## config.mk

```make
export PLATFORM = sky130hd
export DESIGN_NAME = integer_to_ascii_formatter
export DESIGN_NICKNAME = d
export VERILOG_FILES = /design/src/itoa_pkg.sv /design/src/itoa_useq.sv /design/src/itoa_dp.sv /design/src/integer_to_ascii_formatter.sv
export SDC_FILE = /design/constraint.sdc
export NUM_CORES = 1
export LEC_CHECK = 0
export BUFFER_PORTS_ARGS = -buffer_cell sky130_fd_sc_hd__buf_2
export CAP_MARGIN = 15
export CORE_MARGIN = 10
export CORE_UTILIZATION = 55
export CTS_BUF_LIST = sky130_fd_sc_hd__clkbuf_8
export DETAILED_ROUTE_END_ITERATION = 8
export PLACE_DENSITY_LB_ADDON = 0.25
export SKIP_LAST_GASP = 1
export SYNTH_ARGS = -nofsm -noshare
export SYNTH_HDL_FRONTEND = slang
export SYNTH_HIERARCHICAL = 1
export SYNTH_SLANG_ARGS = --single-unit
```

## constraint.sdc

```tcl
create_clock -name aclk -period 4.55 [get_ports aclk]
set_input_delay 0.91 -clock aclk [delete_from_list [all_inputs] [get_ports aclk]]
set_output_delay 0.91 -clock aclk [all_outputs]
set_load 0.01 [all_outputs]
```

## src/itoa_pkg.sv

```systemverilog
`default_nettype none

package itoa_pkg;

    // Width of the pointer operand taken from the value field.
    localparam int VALUE_WIDTH = 64;
    localparam logic [63:0] PTR_MASK = {64{1'b1}} >> (64 - VALUE_WIDTH);

    // Saturation point of the running character total.
    localparam logic [30:0] TOTAL_MAX = {31{1'b1}};

    // Double-dabble runs one step per magnitude bit.
    localparam logic [4:0] DABBLE_LAST = 5'd31;
    localparam logic [3:0] NIB_TOP = 4'd15;

    // Conversion selectors.
    typedef enum logic [2:0] {
        CMD_SDEC = 3'd0,
        CMD_UDEC = 3'd1,
        CMD_HEXL = 3'd2,
        CMD_HEXU = 3'd3,
        CMD_PTR  = 3'd4
    } cmd_t;

    // Micro-operations of the sequencer.
    typedef enum logic [1:0] {
        UOP_ACCEPT = 2'd0,
        UOP_EMIT   = 2'd1,
        UOP_DABBLE = 2'd2,
        UOP_SCAN   = 2'd3
    } uop_t;

    // Program addresses.
    localparam logic [3:0] PC_IDLE    = 4'd0;
    localparam logic [3:0] PC_SIGN    = 4'd1;
    localparam logic [3:0] PC_DABBLE  = 4'd2;
    localparam logic [3:0] PC_SCAN_LO = 4'd3;
    localparam logic [3:0] PC_SCAN_UP = 4'd4;
    localparam logic [3:0] PC_PFX_0   = 4'd5;
    localparam logic [3:0] PC_PFX_X   = 4'd6;
    localparam logic [3:0] PC_NIL     = 4'd8;

    // One control word of the program.
    typedef struct packed {
        uop_t       op;
        logic [7:0] chr;
        logic       last;
        logic       upper;
        logic [3:0] target;
    } uword_t;

    // Controls from the sequencer to the datapath.
    typedef struct packed {
        logic       load;
        logic       dabble;
        logic       shift;
        logic       emit;
        logic       from_nib;
        logic       upper;
        logic [7:0] chr;
        logic       last;
    } dp_ctrl_t;

    // Status from the datapath to the sequencer.
    typedef struct packed {
        logic [2:0] in_cmd;
        logic       in_neg;
        logic       in_ptr_zero;
        logic       out_free;
        logic       cnt_zero;
        logic       idx_zero;
        logic       nib_zero;
        logic       started;
    } dp_stat_t;

    // The microprogram ROM.
    function automatic uword_t ucode(input logic [3:0] pc);
        uword_t w;
        w = '{op: UOP_ACCEPT, chr: 8'h00, last: 1'b0, upper: 1'b0, target: PC_IDLE};
        unique case (pc)
            4'd1:    w = '{op: UOP_EMIT,   chr: "-", last: 1'b0, upper: 1'b0,
                           target: PC_DABBLE};
            4'd2:    w = '{op: UOP_DABBLE, chr: 8'h00, last: 1'b0, upper: 1'b0,
                           target: PC_SCAN_LO};
            4'd3:    w = '{op: UOP_SCAN,   chr: 8'h00, last: 1'b0, upper: 1'b0,
                           target: PC_IDLE};
            4'd4:    w = '{op: UOP_SCAN,   chr: 8'h00, last: 1'b0, upper: 1'b1,
                           target: PC_IDLE};
            4'd5:    w = '{op: UOP_EMIT,   chr: "0", last: 1'b0, upper: 1'b0,
                           target: PC_PFX_X};
            4'd6:    w = '{op: UOP_EMIT,   chr: "x", last: 1'b0, upper: 1'b0,
                           target: PC_SCAN_LO};
            4'd8:    w = '{op: UOP_EMIT,   chr: "(", last: 1'b0, upper: 1'b0,
                           target: 4'd9};
            4'd9:    w = '{op: UOP_EMIT,   chr: "n", last: 1'b0, upper: 1'b0,
                           target: 4'd10};
            4'd10:   w = '{op: UOP_EMIT,   chr: "i", last: 1'b0, upper: 1'b0,
                           target: 4'd11};
            4'd11:   w = '{op: UOP_EMIT,   chr: "l", last: 1'b0, upper: 1'b0,
                           target: 4'd12};
            4'd12:   w = '{op: UOP_EMIT,   chr: ")", last: 1'b1, upper: 1'b0,
                           target: PC_IDLE};
            default: w = '{op: UOP_ACCEPT, chr: 8'h00, last: 1'b0, upper: 1'b0,
                           target: PC_IDLE};
        endcase
        return w;
    endfunction

    // ASCII digit for one nibble.
    function automatic logic [7:0] hex_char(input logic [3:0] nib, input logic upper);
        logic [7:0] c;
        if (nib < 4'd10) begin
            c = 8'("0") + {4'd0, nib};
        end else begin
            c = (upper ? 8'("A") : 8'("a")) + {4'd0, nib} - 8'd10;
        end
        return c;
    endfunction

endpackage

`default_nettype wire

```

## src/itoa_useq.sv

```systemverilog
`default_nettype none

module itoa_useq (
    input  wire logic                aclk,
    input  wire logic                aresetn,
    input  wire logic                s_tvalid,
    output logic                     s_tready,
    input  wire itoa_pkg::dp_stat_t  stat,
    output itoa_pkg::dp_ctrl_t       ctrl
);
    import itoa_pkg::*;

    logic [3:0] pc_reg;
    logic [3:0] pc_next;
    uword_t     uw;

    // Step counter.
    always_ff @(posedge aclk) begin
        if (!aresetn) begin
            pc_reg <= PC_IDLE;
        end else begin
            pc_reg <= pc_next;
        end
    end

    assign uw = ucode(pc_reg);

    // Decode the control word and pick the next step.
    always_comb begin
        ctrl     = '0;
        s_tready = 1'b0;
        pc_next  = pc_reg;
        unique case (uw.op)
            UOP_ACCEPT: begin
                s_tready = 1'b1;
                if (s_tvalid) begin
                    ctrl.load = 1'b1;
                    case (stat.in_cmd)
                        CMD_SDEC: pc_next = stat.in_neg ? PC_SIGN : PC_DABBLE;
                        CMD_UDEC: pc_next = PC_DABBLE;
                        CMD_HEXL: pc_next = PC_SCAN_LO;
                        CMD_HEXU: pc_next = PC_SCAN_UP;
                        CMD_PTR:  pc_next = stat.in_ptr_zero ? PC_NIL : PC_PFX_0;
                        default:  pc_next = PC_IDLE;
                    endcase
                end
            end
            UOP_EMIT: begin
                ctrl.chr  = uw.chr;
                ctrl.last = uw.last;
                if (stat.out_free) begin
                    ctrl.emit = 1'b1;
                    pc_next   = uw.target;
                end
            end
            UOP_DABBLE: begin
                ctrl.dabble = 1'b1;
                if (stat.cnt_zero) begin
                    pc_next = uw.target;
                end
            end
            UOP_SCAN: begin
                ctrl.from_nib = 1'b1;
                ctrl.upper    = uw.upper;
                ctrl.last     = stat.idx_zero;
                // Leading zero nibbles are dropped without using the output.
                if (stat.nib_zero && !stat.started && !stat.idx_zero) begin
                    ctrl.shift = 1'b1;
                end else if (stat.out_free) begin
                    ctrl.shift = 1'b1;
                    ctrl.emit  = 1'b1;
                    if (stat.idx_zero) begin
                        pc_next = uw.target;
                    end
                end
            end
            default: pc_next = PC_IDLE;
        endcase
    end

endmodule

`default_nettype wire

```

## src/itoa_dp.sv

```systemverilog
`default_nettype none

module itoa_dp (
    input  wire logic                aclk,
    input  wire logic                aresetn,
    input  wire logic [71:0]         s_tdata,
    output logic                     m_tvalid,
    input  wire logic                m_tready,
    output logic [39:0]              m_tdata,
    output logic                     m_tlast,
    input  wire itoa_pkg::dp_ctrl_t  ctrl,
    output itoa_pkg::dp_stat_t       stat
);
    import itoa_pkg::*;

    logic [2:0]  in_cmd;
    logic [63:0] in_value;
    logic [31:0] in_lo;

    logic [63:0] nib_reg, nib_next;
    logic [31:0] bin_reg, bin_next;
    logic [4:0]  cnt_reg, cnt_next;
    logic [3:0]  idx_reg, idx_next;
    logic        started_reg, started_next;
    logic [63:0] nib_adj;

    logic        valid_reg, valid_next;
    logic [7:0]  ch_reg, ch_next;
    logic        last_reg, last_next;
    logic [30:0] total_reg, total_next;

    assign in_cmd   = s_tdata[2:0];
    assign in_value = s_tdata[66:3];
    assign in_lo    = in_value[31:0];

    // Status for the sequencer.
    always_comb begin
        stat.in_cmd      = in_cmd;
        stat.in_neg      = in_lo[31];
        stat.in_ptr_zero = (in_value & PTR_MASK) == 64'd0;
        stat.out_free    = !valid_reg || m_tready;
        stat.cnt_zero    = cnt_reg == 5'd0;
        stat.idx_zero    = idx_reg == 4'd0;
        stat.nib_zero    = nib_reg[63:60] == 4'd0;
        stat.started     = started_reg;
    end

    // Add three to every BCD digit of five or more before the shift.
    always_comb begin
        for (int i = 0; i < 16; i++) begin
            nib_adj[i*4 +: 4] = (nib_reg[i*4 +: 4] >= 4'd5) ?
                                nib_reg[i*4 +: 4] + 4'd3 : nib_reg[i*4 +: 4];
        end
    end

    // Digit register, binary magnitude and loop counters.
    always_comb begin
        nib_next     = nib_reg;
        bin_next     = bin_reg;
        cnt_next     = cnt_reg;
        idx_next     = idx_reg;
        started_next = started_reg;
        if (ctrl.load) begin
            case (in_cmd)
                CMD_HEXL, CMD_HEXU: nib_next = {32'd0, in_lo};
                CMD_PTR:            nib_next = in_value & PTR_MASK;
                default:            nib_next = 64'd0;
            endcase
            bin_next     = (in_cmd == CMD_SDEC && in_lo[31]) ? (~in_lo) + 32'd1 : in_lo;
            cnt_next     = DABBLE_LAST;
            idx_next     = NIB_TOP;
            started_next = 1'b0;
        end else if (ctrl.dabble) begin
            nib_next = {nib_adj[62:0], bin_reg[31]};
            bin_next = {bin_reg[30:0], 1'b0};
            cnt_next = cnt_reg - 5'd1;
        end else if (ctrl.shift) begin
            nib_next = {nib_reg[59:0], 4'd0};
            idx_next = idx_reg - 4'd1;
            if (ctrl.emit) begin
                started_next = 1'b1;
            end
        end
    end

    always_ff @(posedge aclk) begin
        nib_reg     <= nib_next;
        bin_reg     <= bin_next;
        cnt_reg     <= cnt_next;
        idx_reg     <= idx_next;
        started_reg <= started_next;
    end

    // Output register and running character total.
    always_comb begin
        valid_next = valid_reg;
        ch_next    = ch_reg;
        last_next  = last_reg;
        total_next = total_reg;
        if (ctrl.emit) begin
            valid_next = 1'b1;
            ch_next    = ctrl.from_nib ? hex_char(nib_reg[63:60], ctrl.upper) : ctrl.chr;
            last_next  = ctrl.last;
            if (total_reg != TOTAL_MAX) begin
                total_next = total_reg + 31'd1;
            end
        end else if (m_tready) begin
            valid_next = 1'b0;
        end
    end

    always_ff @(posedge aclk) begin
        if (!aresetn) begin
            valid_reg <= 1'b0;
            total_reg <= 31'd0;
        end else begin
            valid_reg <= valid_next;
            total_reg <= total_next;
        end
        ch_reg   <= ch_next;
        last_reg <= last_next;
    end

    assign m_tvalid = valid_reg;
    assign m_tdata  = {1'b0, total_reg, ch_reg};
    assign m_tlast  = last_reg;

endmodule

`default_nettype wire

```

## src/integer_to_ascii_formatter.sv

```systemverilog
// Integer to ASCII formatter.
// Input channel s_*: one request per item, s_tdata = {pad, value[63:0], cmd[2:0]}.
// cmd selects signed decimal, unsigned decimal, lower hex, upper hex or pointer.
// Output channel m_*: one character per item, m_tdata = {pad, total_chars, ch},
// m_tlast marks the final character of a request.
// One request is worked on at a time; s_tready is high only at the idle step.
// After the accept, a negative signed decimal request emits a minus sign; decimal
// requests then run 32 double-dabble steps and a 16-step nibble scan.
// Hex requests run the nibble scan alone, pointers emit 0x before it, and a null pointer emits (nil).
// Leading zero nibbles are scanned without output.
// A character waits in the output register while the next step keeps working;
// a stalled receiver holds the sequencer only at its next character.
// Unused selectors are taken and dropped.
// Reset clears the program counter, the output valid and the character total.
`default_nettype none

module integer_to_ascii_formatter (
    input  wire logic        aclk,
    input  wire logic        aresetn,
    input  wire logic        s_tvalid,
    output logic             s_tready,
    input  wire logic [71:0] s_tdata,   // cmd[2:0], value[66:3], zero pad
    output logic             m_tvalid,
    input  wire logic        m_tready,
    output logic [39:0]      m_tdata,   // ch[7:0], total_chars[38:8], zero pad
    output logic             m_tlast
);
    import itoa_pkg::*;

    dp_ctrl_t ctrl;
    dp_stat_t stat;

    // Microprogram sequencer.
    itoa_useq u_useq (
        .aclk     (aclk),
        .aresetn  (aresetn),
        .s_tvalid (s_tvalid),
        .s_tready (s_tready),
        .stat     (stat),
        .ctrl     (ctrl)
    );

    // Digit datapath and output register.
    itoa_dp u_dp (
        .aclk     (aclk),
        .aresetn  (aresetn),
        .s_tdata  (s_tdata),
        .m_tvalid (m_tvalid),
        .m_tready (m_tready),
        .m_tdata  (m_tdata),
        .m_tlast  (m_tlast),
        .ctrl     (ctrl),
        .stat     (stat)
    );

endmodule

`default_nettype wire

```

Word-level counts from Yosys, hierarchy flattened. Memory sizes are Yosys's and may differ from the RTL's. A register that Yosys moved wholly into a read port is not among the register bits. Cells that the tools add are included. W data, S select, Z words.

Reductions and logical operators: 21. Mux-type cells: 53. Equality and inequality tests: 14. Magnitude comparators: 17. Bitwise operators: 2. Add/subtract/negate cells: 23.

Operators by type and width (count): $mux W64 (3); $pmux W64 S2 (1); $mux W32 (3); $mux W4 (24); $ge A4 B3 Y1 const B (16); $logic_not A64 Y1 (1); $add A4 B2 Y4 const B (15); $add A32 B1 Y32 const B (1); $not A32 Y32 (1); $add A31 B1 Y31 const B (1); $ne A31 B31 Y1 const B (1); $mux W8 (3); $pmux W4 S5 (1); $pmux W4 S4 (1); $mux W1 (10); $ne A2 B2 Y1 const B (5); $add A7 B4 Y8 (1); $logic_not A4 Y1 (2); $sub A8 B4 Y8 const B (1); $add A6 B4 Y7 const A (1); $eq A3 B2 Y1 const B (2); $mux W2 (3); $mux W6 (1); $reduce_and A6 Y1 (1); other kinds (23) (31).

Memory bits (read-only): 240. Memories: 1. Register bits after elaboration: 151. Logic and storage cells: 141. Output and inout bits: 43. Input bits: 76.

Memories: (name not given) (depth 16, bits a word 15, read ports 1, clocked after memory_dff 1, wr ports 0, RTL line itoa_pkg.sv:80) `unique case (pc)`.

Logic depth before layout (Yosys ltp). Gate-level depths: netlist (run 1).

Depth after elaboration: 8. Depth in mapped cells: 15. Depth with buffers taken out: 14.

Hierarchy. Netlist (run 1), hierarchy kept.

By module, submodules not included: itoa_dp (sequential area each 3993.8 um2, cells each 1009, instances 1, area an instance 9366.5 um2); itoa_useq (sequential area each 380.4 um2, cells each 118, instances 1, area an instance 1064.8 um2).

Least setup slack after synthesis (run 1). No wires, ideal clock.

Path type: in2reg. Start: input port s_tdata[10]. End: register u_useq/uw[11] (netlist name). Data arrival time: 3.391 ns. Cell stages on the path: 13. Library setup time: 0.131 ns. Buffers on the path: 1. Data required time: 4.419 ns. Slack: 1.028 ns. Cells stage by stage: or4_4 nor3b_4 and4_1 buf_6 and4_1 o21ai_0 o311ai_0 nand3_2 and3_1 ha_1 inv_1 mux2i_1 a21oi_1.

RTL lines: start: declaration (RTL line integer_to_ascii_formatter.sv:22) `input wire logic [71:0] s_tdata,`.

==> results.ini, run 1 <==
[logic_synthesis]
ys_types = 79
async_flop_share = 0
synth_top_area_cell = edfxtp_1
yosysTopAreaCellShare = 0.3023
yosysMostFrequentCell = a21oi_1
synthesis.nets = 1243
synth_flop_cell = edfxtp_1
synthCells = 1127
synth_edf_count = 105
ys_seq_area_frac = 0.4193
synth-seq-cells = 166
syn_avg_cell_area_um2 = 9.256
synth-warning-count = 6
synthTopCellsByArea = edfxtp_1, dfxtp_1, a21oi_1
synth_area_mm2 = 0.01043
synth_commonest_cells = a21oi_1, edfxtp_1, nor2_1

[power_and_ir_drop]
power_mw = 7.084
vdd_drop_max_mv = 0.3228
leakagePower_nw = 4.428
powerDensity_mw_per_mm2 = 614.4

[timing]
rsz0062_at_grt = false
fin_setup_tns_ps = 0
worst_slew_margin_rel = 0.2465
finalCriticalPeriod_ps = 3607
fmax_ghz = 0.2773
finalCritPeriodShare = 0.7927
slew_viol_final = 0
setup_viol = 0
hold_viol = 0
holdWs_ps = 490.4
worst_pin_slew_ps = 1130
worst_slack_ps = 943.4
fin_skew_ps = 16.75

[die]
initial_core_util = 0.5577
ios = 119
num_rows = 50
die_w_um = 157.7
die_area_mm2 = 0.02487
die-height_um = 157.7
coreArea_mm2 = 0.01871

[clock_tree]
clk_pin_slew_ps = 90
tritoncts = done
clk_path_buf_depth = 2
clock_latency_ps = 460
clock-sinks = 166
ctsResizeCount = 0
cts_hold_buf = 0
cts-buffers-inserted = 17
clock-root-buffer = clkbuf_8
htree_levels = 4
post-cts-setup-buffer-count = 0

[final_layout]
fin_area_mm2 = 0.01153
final_util = 0.6165
layout-drive-gt1-share = 0.1565
fin_nets = 1330
largest_register_ffs = 64
area_delta_synth_final_pct = 10.54
fin_cells = 1461
register_area_mm2 = 0.004374
multiInputGateArea_mm2 = 0.005557
antennaDiodeCount = 0
fillerInstances = 1587

[run_status]
outcome = completed

[placement]
io_buffers = 112
dp_hpwl_um = 17140
place_inst = 1428
place.gp.congestion = 0.8905
postPlaceCellArea_mm2 = 0.01113
pre_cts_slack_ps = 507.5

[grt]
grt_max_degree = 88
overflow = 0
antenna_found_initial = 0
grt_pass1_wl_um = 39220
grt_use_total = 0.1922
grt_pass1_vias = 8016

[hold_path]
worst_hold_path_type = flip-flop to flip-flop
min-delay-start = u_dp/started_reg
hold_depth = 2
hold_end = u_dp/started_reg

[setup_path]
crit_buf_inv = 3
end_kind = flip-flop
reg2reg_depth = 11
worstPathCellList = buf_2 > inv_1 > ha_1 > nor3b_1 > nor3b_4 > and4_1 > and4_1 > o21ai_0 > o311ai_0 > nand3_2 > and3_1 > inv_1 > ha_1 > nor3_1 > nor3_1
critPathKind = input pin to flip-flop
rr_endpoint = u_useq/uw[14]
r2r-start = u_dp/idx_reg[0]
max_stage_delay_ps = 410
critPathTopFamily = simple AND/OR/NAND/NOR gates
cp_data_arrival_time_ps = 3990
startpoint_type = input pin
cp_slowest_cell = nor3b_1
regToRegSetupSlack_ps = 1130
worstPathRequired_ps = 4930
critPathLaunch = s_tdata[3]
crit_fanout = 6

[routing]
dr.first_iter.drc_count = 589
drt-total-wl_um = 24390
via_per_inst = 5.960
vias = 8707
drc = 0
firstDrtPassIters = 5
antenna_left = 0
avgRoutedWirePerCell_um = 16.69

[flow_run]
drv_cap = 0

-- cells by family after synthesis --
logic type      Yosys count  synth area share
compound gates          319            0.1884
xor+xnor                 47           0.03946
fa+ha+maj                40           0.04798
buf+inv                 122           0.04954
flops                   166            0.4193
mux                      58           0.05673
other cells               2         0.0007200
simple gates            373            0.1978
-- worst min-delay path, delay by kind of cell (launching register included) --
kind / cells / cell delay (ps)
AO/OA/AOI/OAI: 1 / 40
flip-flops: 1 / 350
AND/OR/NAND/NOR: 1 / 70
-- routing by layer --
layer | track usage | part of all wire | wire length, µm
met5 | 0 | 0 | 0
met4 | 0.05521 | 0.013 | 323
met3 | 0.04179 | 0.050 | 1229
met2 | 0.3179 | 0.47 | 11580
met1 | 0.2470 | 0.46 | 11260
-- layout make-up --
type | instances | share of cell area
Multi-Input combinational cell | 839 | 0.4819
Sequential cell | 166 | 0.3793
Timing Repair Buffer | 128 | 0.05968
Tap cell | 234 | 0.02539
Clock buffer | 17 | 0.02029
Inverter | 62 | 0.02018
Clock inverter | 15 | 0.01324
-- how the worst max path moves through the flow --
| stage | endpoint | slack, ps | cells after the start |
|---|---|---|---|
| after floorplan | u_useq/uw[11] | 1030 | 13 |
| after global placement | u_useq/uw[14] | 600 | 15 |
| after detailed placement | u_useq/uw[14] | 510 | 15 |
| after CTS | u_useq/uw[14] | 1000 | 15 |
| after global routing | u_useq/uw[14] | 760 | 15 |
| final | u_useq/uw[14] | 940 | 15 |
-- report_power, final --
group | internal [mW] | switching, mW
logic | 1.30 | 1.78
registers | 2.47 | 0.460
clock network | 0.492 | 0.580
total | 4.26 | 2.82
-- cell usage in the layout (no fill, tap or decap), types with 5 or more instances in the layout --
cell	n
a21oi_1	138
buf_2	112
edfxtp_1	105
nor2_1	80
nand2_1	80
o21ai_0	75
dfxtp_1	61
inv_1	60
mux2i_1	54
ha_1	40
xnor2_1	37
nor3b_1	33
a22o_1	31
nor3_1	21
nand2b_1	20
and3_1	19
clkbuf_8	17
nand4_1	17
nand3_1	16
or4_1	15
or3_1	15
buf_4	15
nor4_1	13
o31ai_1	13
a31oi_1	12
xor2_1	10
and4_1	8
o311ai_0	8
inv_6	6
nor2b_1	5
a211oi_1	5
Note: power is estimated with default switching activity, not from simulation.
==> run 2, diff against run 1 <==
ABC_AREA = 1   (was unset)
clock period = 3.1 ns   (was 4.55 ns; I/O delays follow)
==> results.ini, run 2 <==
[run_status]
outcome = completed  ; unchanged

[routing]
dr.first_iter.drc_count = 891  ; was 589
via_per_inst = 5.393  ; was 5.960
drt-total-wl_um = 27840  ; was 24,390 µm
avgRoutedWirePerCell_um = 15.27  ; was 16.69 µm
drc = 0  ; unchanged
antenna_left = 0  ; unchanged
vias = 9832  ; was 8,707
firstDrtPassIters = 6  ; was 5

[die]
num_rows = 51  ; was 50
initial_core_util = 0.5555  ; was 0.5577
coreArea_mm2 = 0.01940  ; was 0.01871 mm²
die-height_um = 160.0  ; was 157.7 µm
die_w_um = 160.0  ; was 157.7 µm
ios = 119  ; unchanged
die_area_mm2 = 0.02559  ; was 0.02487 mm²

[timing]
rsz0062_at_grt = false  ; unchanged
finalCriticalPeriod_ps = 2708
fin_skew_ps = 13.04  ; was 16.75 ps
finalCritPeriodShare = 0.8735
setup_viol = 0  ; unchanged
slew_viol_final = 0  ; unchanged
worst_slack_ps = 392.0  ; was 943.4 ps
hold_viol = 0  ; unchanged
fmax_ghz = 0.3693
worst_slew_margin_rel = 0.4754  ; was 0.2465
holdWs_ps = 464.6  ; was 490.4 ps
fin_setup_tns_ps = 0  ; unchanged
worst_pin_slew_ps = 786.0  ; was 1130 ps

[final_layout]
final_util = 0.6218  ; was 0.6165
layout-drive-gt1-share = 0.1490  ; was 0.1565
area_delta_synth_final_pct = 11.92  ; was 10.54%
layout_common_cells = nand2_1, inv_1, nor2_1  ; was a21oi_1, buf_2, edfxtp_1
fin_nets = 1660  ; was 1,330
largest_register_ffs = 64  ; unchanged
fillerInstances = 1810  ; was 1,587
final_common_cell = nand2_1  ; was a21oi_1

[clock_tree]
clock-root-buffer = clkbuf_8  ; unchanged
clk_pin_slew_ps = 90  ; about the same
clk_path_buf_depth = 2  ; unchanged
htree_levels = 4  ; unchanged
cts_hold_buf = 0  ; unchanged
post-cts-setup-buffer-count = 0  ; unchanged
ctsResizeCount = 0  ; unchanged
clock_latency_ps = 450  ; was 460 ps
cts-buffers-inserted = 17  ; unchanged
clock-sinks = 166  ; unchanged
tritoncts = done  ; unchanged

[grt]
grt_use_total = 0.2111  ; was 0.1922
grt_pass1_vias = 9391  ; was 8,016
grt_max_degree = 45  ; was 88
grt_pass1_wl_um = 45250  ; was 39,220 µm
overflow = 0  ; unchanged
antenna_found_initial = 1  ; was 0

[placement]
pre_cts_slack_ps = -1.627  ; was 507.5 ps
dp_hpwl_um = 20740  ; was 17,140 µm
place.gp.congestion = 0.9351  ; was 0.8905
io_buffers = 112  ; unchanged

[logic_synthesis]
synth-warning-count = 6  ; unchanged
synth_area_mm2 = 0.01078  ; was 0.01043 mm²
async_flop_share = 0  ; unchanged
syn_avg_cell_area_um2 = 7.515  ; was 9.256 µm²
ys_seq_area_frac = 0.4059  ; was 0.4193
synth_edf_count = 105  ; unchanged
synth_top_area_cell = edfxtp_1  ; unchanged
synthCells = 1434  ; was 1,127
synth_commonest_cells = nand2_1, inv_1, nor2_1  ; was a21oi_1, edfxtp_1, nor2_1
synthTopCellsByArea = edfxtp_1, nand2_1, dfxtp_1  ; was edfxtp_1, dfxtp_1, a21oi_1
yosysTopAreaCellShare = 0.2926  ; was 0.3023
synth-seq-cells = 166  ; unchanged
ys_types = 47  ; was 79
synth_flop_cell = edfxtp_1  ; unchanged
yosysMostFrequentCell = nand2_1  ; was a21oi_1
synthesis.nets = 1550  ; was 1,243

[setup_path]
critPathKind = input pin to flip-flop  ; unchanged
startpoint_type = input pin  ; unchanged
crit_fanout = 5  ; was 6
cp_data_arrival_time_ps = 3110  ; was 3990 ps
worstPathRequired_ps = 3500  ; was 4930 ps
end_kind = flip-flop  ; unchanged

[hold_path]
worst_hold_path_type = flip-flop to flip-flop  ; unchanged

[power_and_ir_drop]
leakagePower_nw = 5.346  ; was 4.428 nW
power_mw = 10.39  ; was 7.084 mW
vdd_drop_max_mv = 0.4864  ; was 0.3228 mV
powerDensity_mw_per_mm2 = 861.5  ; was 614.4 mW/mm²

[flow_run]
drv_cap = 0  ; unchanged

## run 2: changes by cell type in the layout (fill, tap and decap cells not counted), moves of 19 or more
cell and change:
nand2_1 +269, inv_1 +133, nand3_1 +89, nor2_1 +78, a21oi_1 -77, mux2i_1 -54
o221ai_1 +38, nor3b_1 -32, a22o_1 -31, xnor2_1 -29, nand2b_1 -20, and3_1 -19
## run 2: cell families (layout without fill, tap and decap cells)
group           Yosys count  in the layout  share of synthesized area
fa+ha+maj                40             40                    0.04644
simple gates            706            706                     0.2903
xor+xnor                 36             36                    0.02926
compound gates          237            237                     0.1356
buf+inv                 247            370                    0.09184
other cells               2              3                  0.0006969
flops                   166            166                     0.4059
## run 2: worst paths after layout
path	startpoint	end	slack, ps	cells after the start
worst max-delay path	s_tdata[4]	u_useq/uw[11]	390	20
worst min-delay path	u_dp/started_reg	u_dp/started_reg	460	1
worst max register to register	u_useq/uw[14]	u_dp/nib_reg[46]	440	9
worst min register to register	u_dp/started_reg	u_dp/started_reg	460	1
## run 2: layout make-up
class	instances	area (µm²)	share of cell area
Antenna cell	1	2.502	0.0002075
Clock buffer	20	275.3	0.02282
Clock inverter	12	123.9	0.01027
Inverter	202	758.2	0.06286
Multi-Input combinational cell	1021	5430	0.4502
Sequential cell	166	4374	0.3627
Tap cell	265	331.6	0.02749
Timing Repair Buffer	136	765.7	0.06349
## run 2: power by group
part | total, mW | switching (mW) | internal [mW]
clock network | 1.59 | 0.807 | 0.780
registers | 4.14 | 0.515 | 3.63
logic | 4.66 | 3.04 | 1.62
total | 10.4 | 4.37 | 6.02
## run 2: through the flow
step	area, µm²	cells
after global placement	11660	1790
after CTS	12060	1822
final	12060	1823
after detailed placement	11660	1790
after floorplan	10780	1434
after global routing	12060	1822
## run 2: routing by layer
metal  wire length, µm  track usage  vias up
met5                 0            0        -
met4               232      0.05927        0
met2             13010       0.3431      306
li1                  -            -     4993
met1             12520       0.2775     4512
met3              2073      0.04550       21
## run 2: critical path: stages
cell and delay (ps):
buf_2 110, inv_1 90, ha_1 170, nand2_1 90
nor2_1 190, nand2_1 100, nor2_1 130, nand2_1 140
nor2_1 210, inv_1 60, nand3_1 90, nand3_1 90
a21oi_1 280, nor2_4 80, inv_1 100, ha_1 200
inv_1 90, nand3_2 90, nand2_1 90, nand3_1 80
==> run 3, diff against run 2 <==
==> constraint.sdc (replaced) <==
create_clock -name aclk -period 2.3 [get_ports aclk]
set_input_delay 0.115 -clock aclk [delete_from_list [all_inputs] [get_ports aclk]]
set_output_delay 0.115 -clock aclk [all_outputs]
set_load 0.01 [all_outputs]
==> results.ini, run 3 (same netlist as run 2, synthesis figures left out) <==
[placement]
postPlaceCellArea_mm2 = 0.01214  ; was 0.01166 mm²
dp_hpwl_um = 21640  ; was 20,740 µm
io_buffers = 112  ; unchanged
place.gp.congestion = 0.9517  ; was 0.9351

[final_layout]
largest_register_ffs = 64  ; unchanged
fin_area_mm2 = 0.01279  ; was 0.01206 mm²
layout-drive-gt1-share = 0.1967  ; was 0.1490
area_delta_synth_final_pct = 18.70  ; was 11.92%
final_common_cell = nand2_1  ; unchanged
final_util = 0.6594  ; was 0.6218
layout_common_cells = nand2_1, inv_1, nor2_1  ; unchanged
fillerInstances = 1706  ; was 1,810
fin_nets = 1740  ; was 1,660

[setup_path]
crit_fanout = 4  ; was 5
end_kind = flip-flop  ; unchanged
reg2reg_depth = 18  ; was 9
worstPathRequired_ps = 2660  ; was 3500 ps
cp_data_arrival_time_ps = 2510  ; was 3110 ps
startpoint_type = flip-flop  ; was input pin
critPathKind = flip-flop to flip-flop  ; was input pin to flip-flop

[power_and_ir_drop]
vdd_drop_max_mv = 0.5004  ; was 0.4864 mV
powerDensity_mw_per_mm2 = 1142  ; was 861.5 mW/mm²
leakagePower_nw = 5.735  ; was 5.346 nW
power_mw = 14.61  ; was 10.39 mW

[timing]
fin_setup_tns_ps = 0  ; unchanged
worst_slew_margin_rel = 0.4576  ; was 0.4754
worst_pin_slew_ps = 812.7  ; was 786.0 ps
finalCriticalPeriod_ps = 2155
rsz0062_at_grt = true  ; was false
setup_viol = 0  ; unchanged
slew_viol_final = 0  ; unchanged
holdWs_ps = 35.07  ; was 464.6 ps
finalCritPeriodShare = 0.9371
hold_viol = 0  ; unchanged
fmax_ghz = 0.4640
fin_skew_ps = 13.09  ; was 13.04 ps

[die]
die_area_mm2 = 0.02559  ; unchanged
ios = 119  ; unchanged
num_rows = 51  ; unchanged
coreArea_mm2 = 0.01940  ; unchanged
die-height_um = 160.0  ; unchanged
die_w_um = 160.0  ; unchanged
initial_core_util = 0.5555  ; unchanged

[grt]
grt_pass1_vias = 9882  ; was 9,391
grt_use_total = 0.2235  ; was 0.2111
overflow = 0  ; unchanged
antenna_found_initial = 1  ; unchanged
grt_max_degree = 45  ; unchanged
grt_pass1_wl_um = 48040  ; was 45,250 µm

[clock_tree]
clk_path_buf_depth = 2  ; unchanged
clk_pin_slew_ps = 90  ; about the same
cts-buffers-inserted = 17  ; unchanged
clock_latency_ps = 470  ; was 450 ps
htree_levels = 4  ; unchanged
clock-root-buffer = clkbuf_8  ; unchanged
tritoncts = done  ; unchanged
clock-sinks = 166  ; unchanged

[routing]
dr.first_iter.drc_count = 792  ; was 891
antenna_left = 0  ; unchanged
vias = 10340  ; was 9,832
avgRoutedWirePerCell_um = 15.42  ; was 15.27 µm
firstDrtPassIters = 5  ; was 6
via_per_inst = 5.431  ; was 5.393
drc = 0  ; unchanged
drt-total-wl_um = 29340  ; was 27,840 µm

[hold_path]
worst_hold_path_type = input pin to flip-flop  ; was flip-flop to flip-flop
hold_depth = 3  ; was 1

[run_status]
outcome = completed  ; unchanged

[flow_run]
drv_cap = 0  ; unchanged

run 3: cell types whose count changed in the layout (fill, tap and decap cells not counted), moves of 3 or more:
cell,previous run,this run
buf_12,2,5
buf_4,22,86
clkbuf_8,20,17
dlygate4sd3_1,0,13
ha_1,40,37
inv_1,193,184
inv_2,7,14
nor2_1,158,155
nor2_2,6,9
run 3: what timing repair did:
action	CTS	global route
pin swaps	1	8
gates resized for setup	0	23
buffers inserted	2	7
setup endpoints to repair	3	10
hold buffers	13	0
endpoints found under the hold margin	13	0
run 3: final timing paths:
kind                                      start          endpoint  slack (ps)
worst min-delay path                s_tdata[58]  u_dp/nib_reg[55]          40
worst max register to register  u_dp/idx_reg[0]     u_useq/uw[14]         140
worst min register to register  u_dp/idx_reg[0]   u_dp/idx_reg[0]         460
worst max-delay path            u_dp/idx_reg[0]     u_useq/uw[14]         140
run 3: critical path, cell delays in order (launching register included):
cell	delay, ps
dfxtp_1	330
inv_1	50
ha_1	180
inv_1	100
nor3_2	40
inv_1	80
nand3_1	100
nand2_2	120
inv_2	50
nand2_4	80
a21oi_2	30
buf_4	140
nor2_4	110
inv_1	90
ha_2	220
inv_2	70
nand3_2	90
nand2_2	90
nand3_1	70
run 3: per-stage QoR:
stage	cells	setup WS, ps
finish	1903	144.6
global route	1903	-13.44
CTS	1895	55.34
detailed placement	1848	-168.2
global placement	1848	-133.4
floorplan	1434	46.94
run 3: power breakdown:
| part | internal, mW | switching, mW | total, mW | leakage (nW) |
|---|---|---|---|---|
| registers | 4.88 | 0.708 | 5.59 | 1.53 |
| clock network | 0.883 | 1.18 | 2.06 | 0.200 |
| logic | 2.62 | 4.33 | 6.96 | 4.01 |
run 3: cell type report:
type	count	area (µm²)	share of cell area
repair buffers	216	1436	0.1123
inverters	202	762.0	0.05957
multi-input cells	1021	5508	0.4306
well taps	265	331.6	0.02592
clock buffers	17	234.0	0.01829
clock inverters	15	142.6	0.01115
flip-flops and latches	166	4375	0.3420
diodes	1	2.502	0.0001956
run 3: routing by layer:
layer / routed length (µm) / track usage
met5: 0 / 0
met4: 658 / 0.07220
met3: 2368 / 0.04602
met2: 13520 / 0.3594
met1: 12790 / 0.2950
